$ cat src/dvrt_pkg.sv
// ----------------------------------------------------------------------------
// dvrt_pkg
// Types and codes shared by the distance-vector route table core.
// ----------------------------------------------------------------------------
package dvrt_pkg;

    localparam logic [2:0] OP_PING     = 3'd0;
    localparam logic [2:0] OP_NEW_HERE = 3'd1;
    localparam logic [2:0] OP_ENTRY    = 3'd2;
    localparam logic [2:0] OP_DELETE   = 3'd3;
    localparam logic [2:0] OP_TICK     = 3'd4;
    localparam logic [2:0] OP_READ     = 3'd5;

    localparam logic [2:0] ACT_BROADCAST = 3'd0;
    localparam logic [2:0] ACT_DELETE    = 3'd1;
    localparam logic [2:0] ACT_ANNOUNCE  = 3'd2;
    localparam logic [2:0] ACT_ENTRY     = 3'd3;
    localparam logic [2:0] ACT_FULL      = 3'd4;

    localparam logic [2:0] RESULT_SLOTS = 3'd4;

    localparam logic [7:0] MY_ID_RESET   = 8'd1;
    localparam logic [7:0] TIMEOUT_RESET = 8'd10;
    localparam logic [7:0] HOPS_MAX      = 8'd255;

    localparam logic [0:0] REG_MY_ID   = 1'b0;
    localparam logic [0:0] REG_TIMEOUT = 1'b1;

    typedef struct packed {
        logic [2:0] op;
        logic [1:0] port;
        logic [7:0] sender_id;
        logic [7:0] node_id;
        logic [7:0] hops;
        logic       last_entry;
        logic [3:0] entry_index;
    } in_item_t;

    typedef struct packed {
        logic [2:0] action;
        logic [7:0] node_id_out;
        logic [7:0] next_hop_out;
        logic [7:0] hops_out;
        logic       entry_valid;
        logic [4:0] table_count;
        logic       last_result;
    } out_item_t;

    // one buffered result before count and last flag are attached
    typedef struct packed {
        logic [2:0] action;
        logic [7:0] node_id;
        logic [7:0] next_hop;
        logic [7:0] hops;
        logic       valid;
    } result_t;

    typedef struct packed {
        logic [7:0] dest;
        logic [7:0] next_hop;
        logic [7:0] hop_count;
    } route_entry_t;

    typedef enum logic [3:0] {
        ST_IDLE,
        ST_DISPATCH,
        ST_FIND,
        ST_POST,
        ST_SHIFT,
        ST_TICK,
        ST_READ,
        ST_LAST,
        ST_OUT
    } state_t;

endpackage

$ cat src/dvrt_route_ram.sv
// ----------------------------------------------------------------------------
// dvrt_route_ram
// Route table storage: one write port, one read port, registered read data.
// ----------------------------------------------------------------------------
module dvrt_route_ram #(
    parameter int DEPTH = 16,
    parameter int AW    = 4
) (
    input  logic                   aclk,
    input  logic                   wr_en,
    input  logic [AW-1:0]          wr_addr,
    input  dvrt_pkg::route_entry_t wr_data,
    input  logic                   rd_en,
    input  logic [AW-1:0]          rd_addr,
    output dvrt_pkg::route_entry_t rd_data
);

    dvrt_pkg::route_entry_t mem [DEPTH];
    dvrt_pkg::route_entry_t rd_data_reg;

    always_ff @(posedge aclk) begin
        if (wr_en) begin
            mem[wr_addr] <= wr_data;
        end
    end

    // read data holds while rd_en is low
    always_ff @(posedge aclk) begin
        if (rd_en) begin
            rd_data_reg <= mem[rd_addr];
        end
    end

    assign rd_data = rd_data_reg;

endmodule

$ cat src/distance_vector_route_table_core.sv
// ----------------------------------------------------------------------------
// distance_vector_route_table_core
// Ordered route table with per-port neighbor ages; message events in,
// action items out.
// ----------------------------------------------------------------------------
//  channel   ports              payload      accepted when
//  input     s_valid/s_ready    s_data       s_valid && s_ready
//  result    m_valid/m_ready    m_data       m_valid && m_ready
//  config    APB psel..pready   pwdata[7:0]  psel && penable && pwrite
//
//  One item at a time. A route search reads the table RAM one entry per
//  cycle; a shifting delete moves one entry per cycle; a tick walks one
//  port per cycle plus a search/shift per drop. Results are then
//  delivered one per cycle while m_ready is high.
//  Reset clears counts and neighbors; table RAM contents are not cleared.
//  Results wait in a 4-entry buffer; m_ready low stalls delivery, and s_ready stays low until the last result is taken.
// ----------------------------------------------------------------------------
module distance_vector_route_table_core #(
    parameter int ROUTE_ENTRIES = 16,
    parameter int PORT_COUNT    = 4
) (
    input  logic                aclk,
    input  logic                aresetn,
    input  logic                s_valid,
    output logic                s_ready,
    input  dvrt_pkg::in_item_t  s_data,
    output logic                m_valid,
    input  logic                m_ready,
    output dvrt_pkg::out_item_t m_data,
    input  logic                psel,
    input  logic                penable,
    input  logic                pwrite,
    input  logic [2:0]          paddr,
    input  logic [31:0]         pwdata,
    output logic [31:0]         prdata,
    output logic                pready
);

    localparam int AW  = (ROUTE_ENTRIES > 1) ? $clog2(ROUTE_ENTRIES) : 1;
    localparam int CW  = $clog2(ROUTE_ENTRIES + 1);
    localparam int PIW = (PORT_COUNT > 1) ? $clog2(PORT_COUNT) : 1;
    localparam int TW  = $clog2(PORT_COUNT + 1);
    localparam logic [CW-1:0] RE_C = CW'(ROUTE_ENTRIES);
    localparam logic [TW-1:0] PC_C = TW'(PORT_COUNT);

    dvrt_pkg::state_t   state_reg, state_next;
    dvrt_pkg::in_item_t item_reg, item_next;
    logic [7:0]    my_id_reg, timeout_reg;
    logic [CW-1:0] count_reg, count_next;
    logic          changed_reg, changed_next;
    logic [7:0]    nb_node_reg [PORT_COUNT];
    logic [7:0]    nb_node_next [PORT_COUNT];
    logic [7:0]    nb_age_reg [PORT_COUNT];
    logic [7:0]    nb_age_next [PORT_COUNT];
    logic [7:0]    key_reg, key_next;
    logic [CW-1:0] issue_reg, issue_next;
    logic          pend_reg, pend_next;
    logic [AW-1:0] chk_reg, chk_next;
    logic          found_reg, found_next;
    logic [CW-1:0] shift_reg, shift_next;
    logic [TW-1:0] tick_reg, tick_next;
    dvrt_pkg::result_t res_reg [4];
    logic [2:0]    res_n_reg, res_n_next;
    logic [1:0]    out_idx_reg, out_idx_next;

    logic                   emit_en;
    dvrt_pkg::result_t      emit_data;
    logic                   rd_en, wr_en;
    logic [AW-1:0]          rd_addr, wr_addr;
    dvrt_pkg::route_entry_t rd_data, wr_data;

    // shared conditions
    logic [PIW-1:0] pidx, tidx;
    logic           port_ok, ping_learn, match, more, shift_more, shift_done;
    logic           rd_ok, rm_ok, room, tick_end, out_last;
    logic [7:0]     via, cost, age_inc;

    assign pidx       = PIW'(item_reg.port);
    assign tidx       = PIW'(tick_reg);
    assign port_ok    = 5'(item_reg.port) < 5'(PORT_COUNT);
    assign ping_learn = port_ok && (nb_node_reg[pidx] != item_reg.sender_id);
    assign match      = pend_reg && (rd_data.dest == key_reg);
    assign more       = issue_reg < count_reg;
    assign shift_more = shift_reg < count_reg;
    assign shift_done = !shift_more && !pend_reg;
    assign rd_ok      = 9'(item_reg.entry_index) < 9'(count_reg);
    assign via        = (item_reg.op == dvrt_pkg::OP_TICK) ? key_reg : item_reg.sender_id;
    assign rm_ok      = found_reg && (rd_data.next_hop == via);
    assign room       = count_reg < RE_C;
    assign cost       = (item_reg.hops == dvrt_pkg::HOPS_MAX) ? dvrt_pkg::HOPS_MAX
                                                              : item_reg.hops + 8'd1;
    assign tick_end   = tick_reg == PC_C;
    assign age_inc    = (nb_age_reg[tidx] == dvrt_pkg::HOPS_MAX) ? dvrt_pkg::HOPS_MAX
                                                                 : nb_age_reg[tidx] + 8'd1;
    assign out_last   = ({1'b0, out_idx_reg} + 3'd1) == res_n_reg;

    dvrt_route_ram #(
        .DEPTH(ROUTE_ENTRIES),
        .AW   (AW)
    ) u_ram (
        .aclk   (aclk),
        .wr_en  (wr_en),
        .wr_addr(wr_addr),
        .wr_data(wr_data),
        .rd_en  (rd_en),
        .rd_addr(rd_addr),
        .rd_data(rd_data)
    );

    // ---------------- next state ----------------
    always_comb begin
        state_next = state_reg;
        case (state_reg)
            dvrt_pkg::ST_IDLE: begin
                if (s_valid) state_next = dvrt_pkg::ST_DISPATCH;
            end
            dvrt_pkg::ST_DISPATCH: begin
                case (item_reg.op)
                    dvrt_pkg::OP_PING:
                        state_next = ping_learn ? dvrt_pkg::ST_FIND : dvrt_pkg::ST_OUT;
                    dvrt_pkg::OP_NEW_HERE: state_next = dvrt_pkg::ST_FIND;
                    dvrt_pkg::OP_ENTRY:    state_next = dvrt_pkg::ST_FIND;
                    dvrt_pkg::OP_DELETE:
                        state_next = (item_reg.node_id == my_id_reg) ? dvrt_pkg::ST_OUT
                                                                     : dvrt_pkg::ST_FIND;
                    dvrt_pkg::OP_TICK:     state_next = dvrt_pkg::ST_TICK;
                    dvrt_pkg::OP_READ:
                        state_next = rd_ok ? dvrt_pkg::ST_READ : dvrt_pkg::ST_OUT;
                    default:               state_next = dvrt_pkg::ST_OUT;
                endcase
            end
            dvrt_pkg::ST_FIND: begin
                if (match || !more) state_next = dvrt_pkg::ST_POST;
            end
            dvrt_pkg::ST_POST: begin
                case (item_reg.op)
                    dvrt_pkg::OP_NEW_HERE: state_next = dvrt_pkg::ST_LAST;
                    dvrt_pkg::OP_ENTRY:
                        state_next = item_reg.last_entry ? dvrt_pkg::ST_LAST
                                                         : dvrt_pkg::ST_OUT;
                    dvrt_pkg::OP_DELETE:
                        state_next = rm_ok ? dvrt_pkg::ST_SHIFT : dvrt_pkg::ST_OUT;
                    dvrt_pkg::OP_TICK:
                        state_next = rm_ok ? dvrt_pkg::ST_SHIFT : dvrt_pkg::ST_TICK;
                    default:               state_next = dvrt_pkg::ST_OUT;
                endcase
            end
            dvrt_pkg::ST_SHIFT: begin
                if (shift_done) begin
                    state_next = (item_reg.op == dvrt_pkg::OP_TICK) ? dvrt_pkg::ST_TICK
                                                                    : dvrt_pkg::ST_OUT;
                end
            end
            dvrt_pkg::ST_TICK: begin
                if (tick_end) begin
                    state_next = dvrt_pkg::ST_OUT;
                end else if (nb_node_reg[tidx] != 8'd0 && age_inc > timeout_reg) begin
                    state_next = dvrt_pkg::ST_FIND;
                end
            end
            dvrt_pkg::ST_READ: state_next = dvrt_pkg::ST_OUT;
            dvrt_pkg::ST_LAST: state_next = dvrt_pkg::ST_OUT;
            dvrt_pkg::ST_OUT: begin
                if (res_n_reg == 3'd0 || (m_ready && out_last)) begin
                    state_next = dvrt_pkg::ST_IDLE;
                end
            end
            default: state_next = dvrt_pkg::ST_IDLE;
        endcase
    end

    // ---------------- datapath and outputs ----------------
    always_comb begin
        item_next    = item_reg;
        count_next   = count_reg;
        changed_next = changed_reg;
        nb_node_next = nb_node_reg;
        nb_age_next  = nb_age_reg;
        key_next     = key_reg;
        issue_next   = issue_reg;
        pend_next    = 1'b0;
        chk_next     = chk_reg;
        found_next   = found_reg;
        shift_next   = shift_reg;
        tick_next    = tick_reg;
        out_idx_next = out_idx_reg;
        emit_en      = 1'b0;
        emit_data    = '0;
        rd_en        = 1'b0;
        rd_addr      = '0;
        wr_en        = 1'b0;
        wr_addr      = '0;
        wr_data      = '0;
        s_ready      = state_reg == dvrt_pkg::ST_IDLE;
        m_valid      = (state_reg == dvrt_pkg::ST_OUT) && (res_n_reg != 3'd0);
        issue_next   = (state_reg == dvrt_pkg::ST_FIND) ? issue_reg : '0;

        case (state_reg)
            dvrt_pkg::ST_IDLE: begin
                item_next    = s_data;
                out_idx_next = '0;
            end
            dvrt_pkg::ST_DISPATCH: begin
                case (item_reg.op)
                    dvrt_pkg::OP_PING: begin
                        key_next = item_reg.sender_id;
                        if (port_ok) nb_age_next[pidx] = 8'd0;
                    end
                    dvrt_pkg::OP_NEW_HERE: key_next = item_reg.sender_id;
                    dvrt_pkg::OP_ENTRY:    key_next = item_reg.node_id;
                    dvrt_pkg::OP_DELETE: begin
                        key_next = item_reg.node_id;
                        if (item_reg.node_id == my_id_reg) begin
                            emit_en          = 1'b1;
                            emit_data.action = dvrt_pkg::ACT_ANNOUNCE;
                        end
                    end
                    dvrt_pkg::OP_TICK: tick_next = '0;
                    dvrt_pkg::OP_READ: begin
                        if (rd_ok) begin
                            rd_en   = 1'b1;
                            rd_addr = AW'(item_reg.entry_index);
                        end else begin
                            emit_en          = 1'b1;
                            emit_data.action = dvrt_pkg::ACT_ENTRY;
                        end
                    end
                    default: ;
                endcase
            end
            dvrt_pkg::ST_FIND: begin
                if (match) begin
                    found_next = 1'b1;
                end else if (more) begin
                    rd_en      = 1'b1;
                    rd_addr    = AW'(issue_reg);
                    chk_next   = AW'(issue_reg);
                    pend_next  = 1'b1;
                    issue_next = issue_reg + 1'b1;
                end else begin
                    found_next = 1'b0;
                end
            end
            dvrt_pkg::ST_POST: begin
                case (item_reg.op)
                    dvrt_pkg::OP_PING, dvrt_pkg::OP_NEW_HERE: begin
                        wr_data = '{dest: key_reg, next_hop: key_reg, hop_count: 8'd1};
                        if (found_reg) begin
                            wr_en   = 1'b1;
                            wr_addr = chk_reg;
                        end else if (room) begin
                            wr_en      = 1'b1;
                            wr_addr    = AW'(count_reg);
                            count_next = count_reg + 1'b1;
                        end else begin
                            emit_en           = 1'b1;
                            emit_data.action  = dvrt_pkg::ACT_FULL;
                            emit_data.node_id = key_reg;
                        end
                        if (port_ok) begin
                            nb_node_next[pidx] = item_reg.sender_id;
                            nb_age_next[pidx]  = 8'd0;
                        end
                    end
                    dvrt_pkg::OP_ENTRY: begin
                        wr_data = '{dest: key_reg, next_hop: item_reg.sender_id,
                                    hop_count: cost};
                        if (found_reg) begin
                            if (rd_data.hop_count > cost) begin
                                wr_en        = 1'b1;
                                wr_addr      = chk_reg;
                                changed_next = 1'b1;
                            end
                        end else if (key_reg != my_id_reg) begin
                            if (room) begin
                                wr_en        = 1'b1;
                                wr_addr      = AW'(count_reg);
                                count_next   = count_reg + 1'b1;
                                changed_next = 1'b1;
                            end else begin
                                emit_en           = 1'b1;
                                emit_data.action  = dvrt_pkg::ACT_FULL;
                                emit_data.node_id = key_reg;
                            end
                        end
                    end
                    dvrt_pkg::OP_DELETE: begin
                        if (!rm_ok) begin
                            emit_en          = 1'b1;
                            emit_data.action = dvrt_pkg::ACT_BROADCAST;
                        end
                    end
                    default: ;
                endcase
                shift_next = CW'(chk_reg) + 1'b1;
            end
            dvrt_pkg::ST_SHIFT: begin
                // read entry j+2 while writing entry j+1, read last cycle, down to j
                if (pend_reg) begin
                    wr_en   = 1'b1;
                    wr_addr = chk_reg;
                    wr_data = rd_data;
                end
                if (shift_more) begin
                    rd_en      = 1'b1;
                    rd_addr    = AW'(shift_reg);
                    chk_next   = AW'(shift_reg - 1'b1);
                    pend_next  = 1'b1;
                    shift_next = shift_reg + 1'b1;
                end else if (!pend_reg) begin
                    count_next = count_reg - 1'b1;
                    if (item_reg.op == dvrt_pkg::OP_DELETE) begin
                        emit_en           = 1'b1;
                        emit_data.action  = dvrt_pkg::ACT_DELETE;
                        emit_data.node_id = key_reg;
                    end
                end
            end
            dvrt_pkg::ST_TICK: begin
                if (!tick_end) begin
                    tick_next = tick_reg + 1'b1;
                    if (nb_node_reg[tidx] != 8'd0) begin
                        if (age_inc > timeout_reg) begin
                            key_next           = nb_node_reg[tidx];
                            emit_en            = 1'b1;
                            emit_data.action   = dvrt_pkg::ACT_DELETE;
                            emit_data.node_id  = nb_node_reg[tidx];
                            nb_node_next[tidx] = 8'd0;
                            nb_age_next[tidx]  = 8'd0;
                        end else begin
                            nb_age_next[tidx] = age_inc;
                        end
                    end
                end
            end
            dvrt_pkg::ST_READ: begin
                emit_en   = 1'b1;
                emit_data = '{action: dvrt_pkg::ACT_ENTRY, node_id: rd_data.dest,
                              next_hop: rd_data.next_hop, hops: rd_data.hop_count,
                              valid: 1'b1};
            end
            dvrt_pkg::ST_LAST: begin
                if (item_reg.op == dvrt_pkg::OP_NEW_HERE || changed_reg) begin
                    emit_en          = 1'b1;
                    emit_data.action = dvrt_pkg::ACT_BROADCAST;
                end
                if (item_reg.op == dvrt_pkg::OP_ENTRY) changed_next = 1'b0;
            end
            dvrt_pkg::ST_OUT: begin
                if (m_valid && m_ready) out_idx_next = out_idx_reg + 2'd1;
            end
            default: ;
        endcase
    end

    assign res_n_next = (state_reg == dvrt_pkg::ST_IDLE) ? 3'd0 :
                        (emit_en && res_n_reg < dvrt_pkg::RESULT_SLOTS) ? res_n_reg + 3'd1 :
                        res_n_reg;

    always_comb begin
        m_data              = '0;
        m_data.action       = res_reg[out_idx_reg].action;
        m_data.node_id_out  = res_reg[out_idx_reg].node_id;
        m_data.next_hop_out = res_reg[out_idx_reg].next_hop;
        m_data.hops_out     = res_reg[out_idx_reg].hops;
        m_data.entry_valid  = res_reg[out_idx_reg].valid;
        m_data.table_count  = 5'(count_reg);
        m_data.last_result  = out_last;
    end

    // ---------------- registers ----------------
    always_ff @(posedge aclk) begin
        if (!aresetn) begin
            state_reg   <= dvrt_pkg::ST_IDLE;
            count_reg   <= '0;
            changed_reg <= 1'b0;
            res_n_reg   <= '0;
            out_idx_reg <= '0;
            pend_reg    <= 1'b0;
            for (int i = 0; i < PORT_COUNT; i++) begin
                nb_node_reg[i] <= 8'd0;
                nb_age_reg[i]  <= 8'd0;
            end
        end else begin
            state_reg   <= state_next;
            count_reg   <= count_next;
            changed_reg <= changed_next;
            res_n_reg   <= res_n_next;
            out_idx_reg <= out_idx_next;
            pend_reg    <= pend_next;
            nb_node_reg <= nb_node_next;
            nb_age_reg  <= nb_age_next;
        end
    end

    always_ff @(posedge aclk) begin
        item_reg  <= item_next;
        key_reg   <= key_next;
        issue_reg <= issue_next;
        chk_reg   <= chk_next;
        found_reg <= found_next;
        shift_reg <= shift_next;
        tick_reg  <= tick_next;
        if (emit_en && res_n_reg < dvrt_pkg::RESULT_SLOTS) begin
            res_reg[res_n_reg[1:0]] <= emit_data;
        end
    end

    // ---------------- configuration ----------------
    always_ff @(posedge aclk) begin
        if (!aresetn) begin
            my_id_reg   <= dvrt_pkg::MY_ID_RESET;
            timeout_reg <= dvrt_pkg::TIMEOUT_RESET;
        end else if (psel && penable && pwrite) begin
            if (paddr[2] == dvrt_pkg::REG_MY_ID) my_id_reg <= pwdata[7:0];
            else                                 timeout_reg <= pwdata[7:0];
        end
    end

    assign pready = 1'b1;
    assign prdata = {24'd0, (paddr[2] == dvrt_pkg::REG_TIMEOUT) ? timeout_reg : my_id_reg};

endmodule

$ cat config.mk
export PLATFORM = sky130hd
export DESIGN_NAME = distance_vector_route_table_core
export DESIGN_NICKNAME = d
export VERILOG_FILES = /design/src/dvrt_pkg.sv /design/src/dvrt_route_ram.sv /design/src/distance_vector_route_table_core.sv
export SDC_FILE = /design/constraint.sdc
export NUM_CORES = 1
export LEC_CHECK = 0
export ABC_AREA = 0
export BUFFER_PORTS_ARGS = -buffer_cell sky130_fd_sc_hd__buf_4
export CORE_UTILIZATION = 25
export CTS_CLUSTER_DIAMETER = 150
export DETAILED_ROUTE_END_ITERATION = 6
export MAX_ROUTING_LAYER = met4
export PLACE_DENSITY = 0.43
export SYNTH_ARGS = -nofsm -noshare
export SYNTH_HDL_FRONTEND = slang
export SYNTH_SLANG_ARGS = --single-unit
$ cat constraint.sdc
create_clock -name aclk -period 4.6 [get_ports aclk]
set_clock_uncertainty 0.05 [all_clocks]
set_input_delay 0.23 -clock aclk [delete_from_list [all_inputs] [get_ports aclk]]
set_output_delay 0.23 -clock aclk [all_outputs]
set_load 0.01 [all_outputs]
==> results by group <==
Drt
  • First-iteration detailed-routing DRC count: 1497
  • Total wire length: 84700 um
  • Via density: 4.68
  • DRC Markers: 0
  • WL per Instance: 22.0 um
  • TritonRoute pass-1 iters: 7
  • Post-DRT Antenna Nets: 0
  • Total number of vias: 18019

Logic synthesis
  • Synth Area in Simple Gates: 7.15%
  • Synth cell types: 80
  • Cell Area, Synth: 29200 um^2
  • Synth warn: 0
  • Largest family of logic cells by synthesized area: multiplexers
  • Synth async-reset ratio: 0%
  • Synth area leaders: edfxtp_1, mux2i_1, dfxtp_1
  • Synth Area in XOR/XNOR: 1.77%
  • Adder-cell area share of the yosys netlist: 1.99%
  • Seq cells post-synth: 678
  • Mux cell area share after synthesis: 11.5%
  • Mean Syn Cell Area: 14.4 um^2
  • Top_reg_cell synth: edfxtp_1
  • Syn Inst Count: 2036
  • Yosys top cell by area: edfxtp_1
  • Yosys top cell area share: 59.1%
  • Post-synthesis compound-gate area fraction: 8.32%
  • Sequential-to-total area share from yosys stat: 66.1%
  • Number of synthesized flops with an enable pin: 575

GRT
  • First-pass GRT wire length: 124000 um
  • Congestion Overflow GR: 0
  • Total track usage: 14.7%
  • Vias in the first global route: 18563
  • Initial antenna violation count: 0
  • Largest net degree at the start of global routing: 72

Die
  • Die area: 118000 um^2
  • Initial Util: 25.2%
  • Core region area: 116000 um^2
  • Die height: 344 um
  • Site Rows: 125
  • Die Span X: 344 um
  • IO Count: 145

Clocking
  • Reg clk slew, reported paths: 60 ps
  • CTS tree: yes
  • Clock Latency Late Sink: 650 ps
  • Clk sinks: 678
  • Post-CTS setup repair buffer count: 0
  • TritonCTS Buffers: 78
  • Maximum buffer depth of the clock tree: 3
  • Root buffer cell: clkbuf_16
  • Htree depth: 3

STA
  • Final setup fails: 0
  • Max-slew headroom: 12.6%
  • RSZ-0062 raised after global routing: no
  • Final WS setup: 313 ps
  • Setup TNS Final: 0 ps
  • Final period utilization: 93.2%
  • Fmax: 233 MHz
  • Worst-margin pin slew: 1300 ps
  • Slew Limit Fails: 0
  • Hold slack: 49.2 ps
  • Final min period: 4290 ps
  • Final hold vios: 0

Finish
  • Area of the multi-input gates: 9250 um^2
  • Max FFs per register: 384
  • N_diodes: 0
  • Area Growth Syn to Fin: 22.6%
  • Fraction of layout cells with a size suffix above 1: 18.3%
  • Fill count: 11431
  • Layout Nets: 2382
  • Register Area: 19300 um^2
  • Final core area utilization: 30.9%

Worst setup path
  • Flop2flop setup slack: 310 ps
  • Worst r2r src: tick_reg[0]
  • R2r worst-path depth: 17
  • FF-to-FF End: nb_node_reg[7]
  • Critical Path End Type: flop
  • CP arrival: 4810 ps
  • Critical path class: reg2reg
  • CP startpoint: tick_reg[0]
  • Required arrival time at the worst endpoint: 5120 ps
  • Crit start category: flop
  • Max FO, Critical Path: 8
  • CP endpoint: nb_node_reg[7]

Pwr
  • Power Total: 16.8 mW
  • Static leakage: 12.8 nW
  • Max VDD drop: 0.000264 V
  • Power per cell area: 468 nW/um^2

Placed design
  • Detailed Place HPWL: 56100 um
  • Pre-CTS WS: -43.4 ps
  • I/O Buffers: 93
  • Final GP Congestion: 0.868

Worst hold path
  • Hold Crit Class: in2reg

Run
  • Max-cap viol count: 0

Run status
  • Status: finished clean
routing by layer:
layer  wire (um)  share of wire, %  track usage, %
met5           0                 0               -
met4        2160               2.5            4.23
met3        3010               3.6            2.04
met2       42300                50            24.8
met1       37200                44            18.3
logic make-up (layout without fill, tap and decap cells):
family                     count (synthesis)  in the layout
DFF                                      678            678
and+or+nand+nor                          419            419
AOI/OAI and AO/OA                        368            368
muxes                                    270            270
buffers and inverters                    194            458
xor gates and xnor gates                  59             59
adders and majority gates                 46             46
other                                      2             25
area by class of cell:
cell class / instances / area share [%]
Sequential cell: 678 / 54.0
Multi-Input combinational cell: 1187 / 25.8
Timing Repair Buffer: 258 / 7.20
Clock buffer: 100 / 5.79
Tap cell: 1524 / 5.32
Clock inverter: 43 / 1.32
Inverter: 57 / 0.597
worst max-delay path, stage by stage (launching register included):
cell and delay [ps]:
edfxtp_1 440, buf_4 220, mux4_2 570, and3_1 220, and3_1 230, nand3_2 140, nand2_1 110, ha_1 320
and4b_1 210, a211oi_1 270, o22ai_2 160, buf_4 170, a21oi_1 190, nor3_1 80, buf_4 170, nand2_1 360
a22oi_1 160, nor2_1 130
worst min-delay path by stage:
stage | from | endpoint | slack, ps | cells past startpoint
global placement | s_data[24] | item_reg[24] | 360 | 1
finish | paddr[2] | my_id_reg[2] | 50 | 4
detailed placement | s_data[15] | item_reg[15] | 360 | 1
CTS | paddr[2] | my_id_reg[2] | 5 | 4
global route | paddr[2] | my_id_reg[2] | 40 | 4
floorplan | s_data[0] | item_reg[0] | 280 | 0
cell usage in the layout (no fill, tap or decap), types with 35 or more instances in the layout:
master,count
a21oi_1,53
a22o_1,35
buf_12,42
buf_4,169
clkbuf_16,78
dfxtp_1,102
dlygate4sd3_1,47
edfxtp_1,575
ha_1,45
inv_1,56
mux2i_1,209
mux4_2,52
nand2_1,143
nor2_1,84
o21ai_0,65
o22ai_1,110
xnor2_1,49
per-stage QoR:
| step | instances | instance area, um^2 |
|---|---|---|
| 2_1_floorplan | 2059 | 29300 |
| 3_3_place_gp | 3657 | 32800 |
| 3_5_place_dp | 3657 | 32800 |
| 4_1_cts | 3847 | 35800 |
| 5_1_grt | 3847 | 35800 |
| 6_report | 3847 | 35800 |
synth_stat cells, types with 10 or more instances:
cell type,instances
nand2_1,143
edfxtp_1,575
mux2i_1,209
and2_1,22
o22ai_1,111
or4_1,25
buf_4,33
and3_1,11
nor2_1,97
mux4_2,52
nand3_1,21
xor2_1,10
a21o_1,18
o21ai_0,65
ha_1,45
nand4_1,19
xnor2_1,49
a21oi_1,54
nand2b_1,11
buf_2,38
a222oi_1,11
a22o_1,35
inv_1,57
dfxtp_1,103
nor3_1,22
clkbuf_1,57
a22oi_1,17
repair_timing:
item                                    CTS  global route
endpoints found under the setup margin  112           272
hold buffers                             47             0
hold endpoints to repair                 80             0
resized for setup                         1             6
power by group:
part	switching (mW)	internal (mW)
clock	2.56	3.56
combinational	1.84	1.18
sequential	0.515	7.12
total	4.92	11.9
Note: power is estimated with default switching activity, not from simulation.
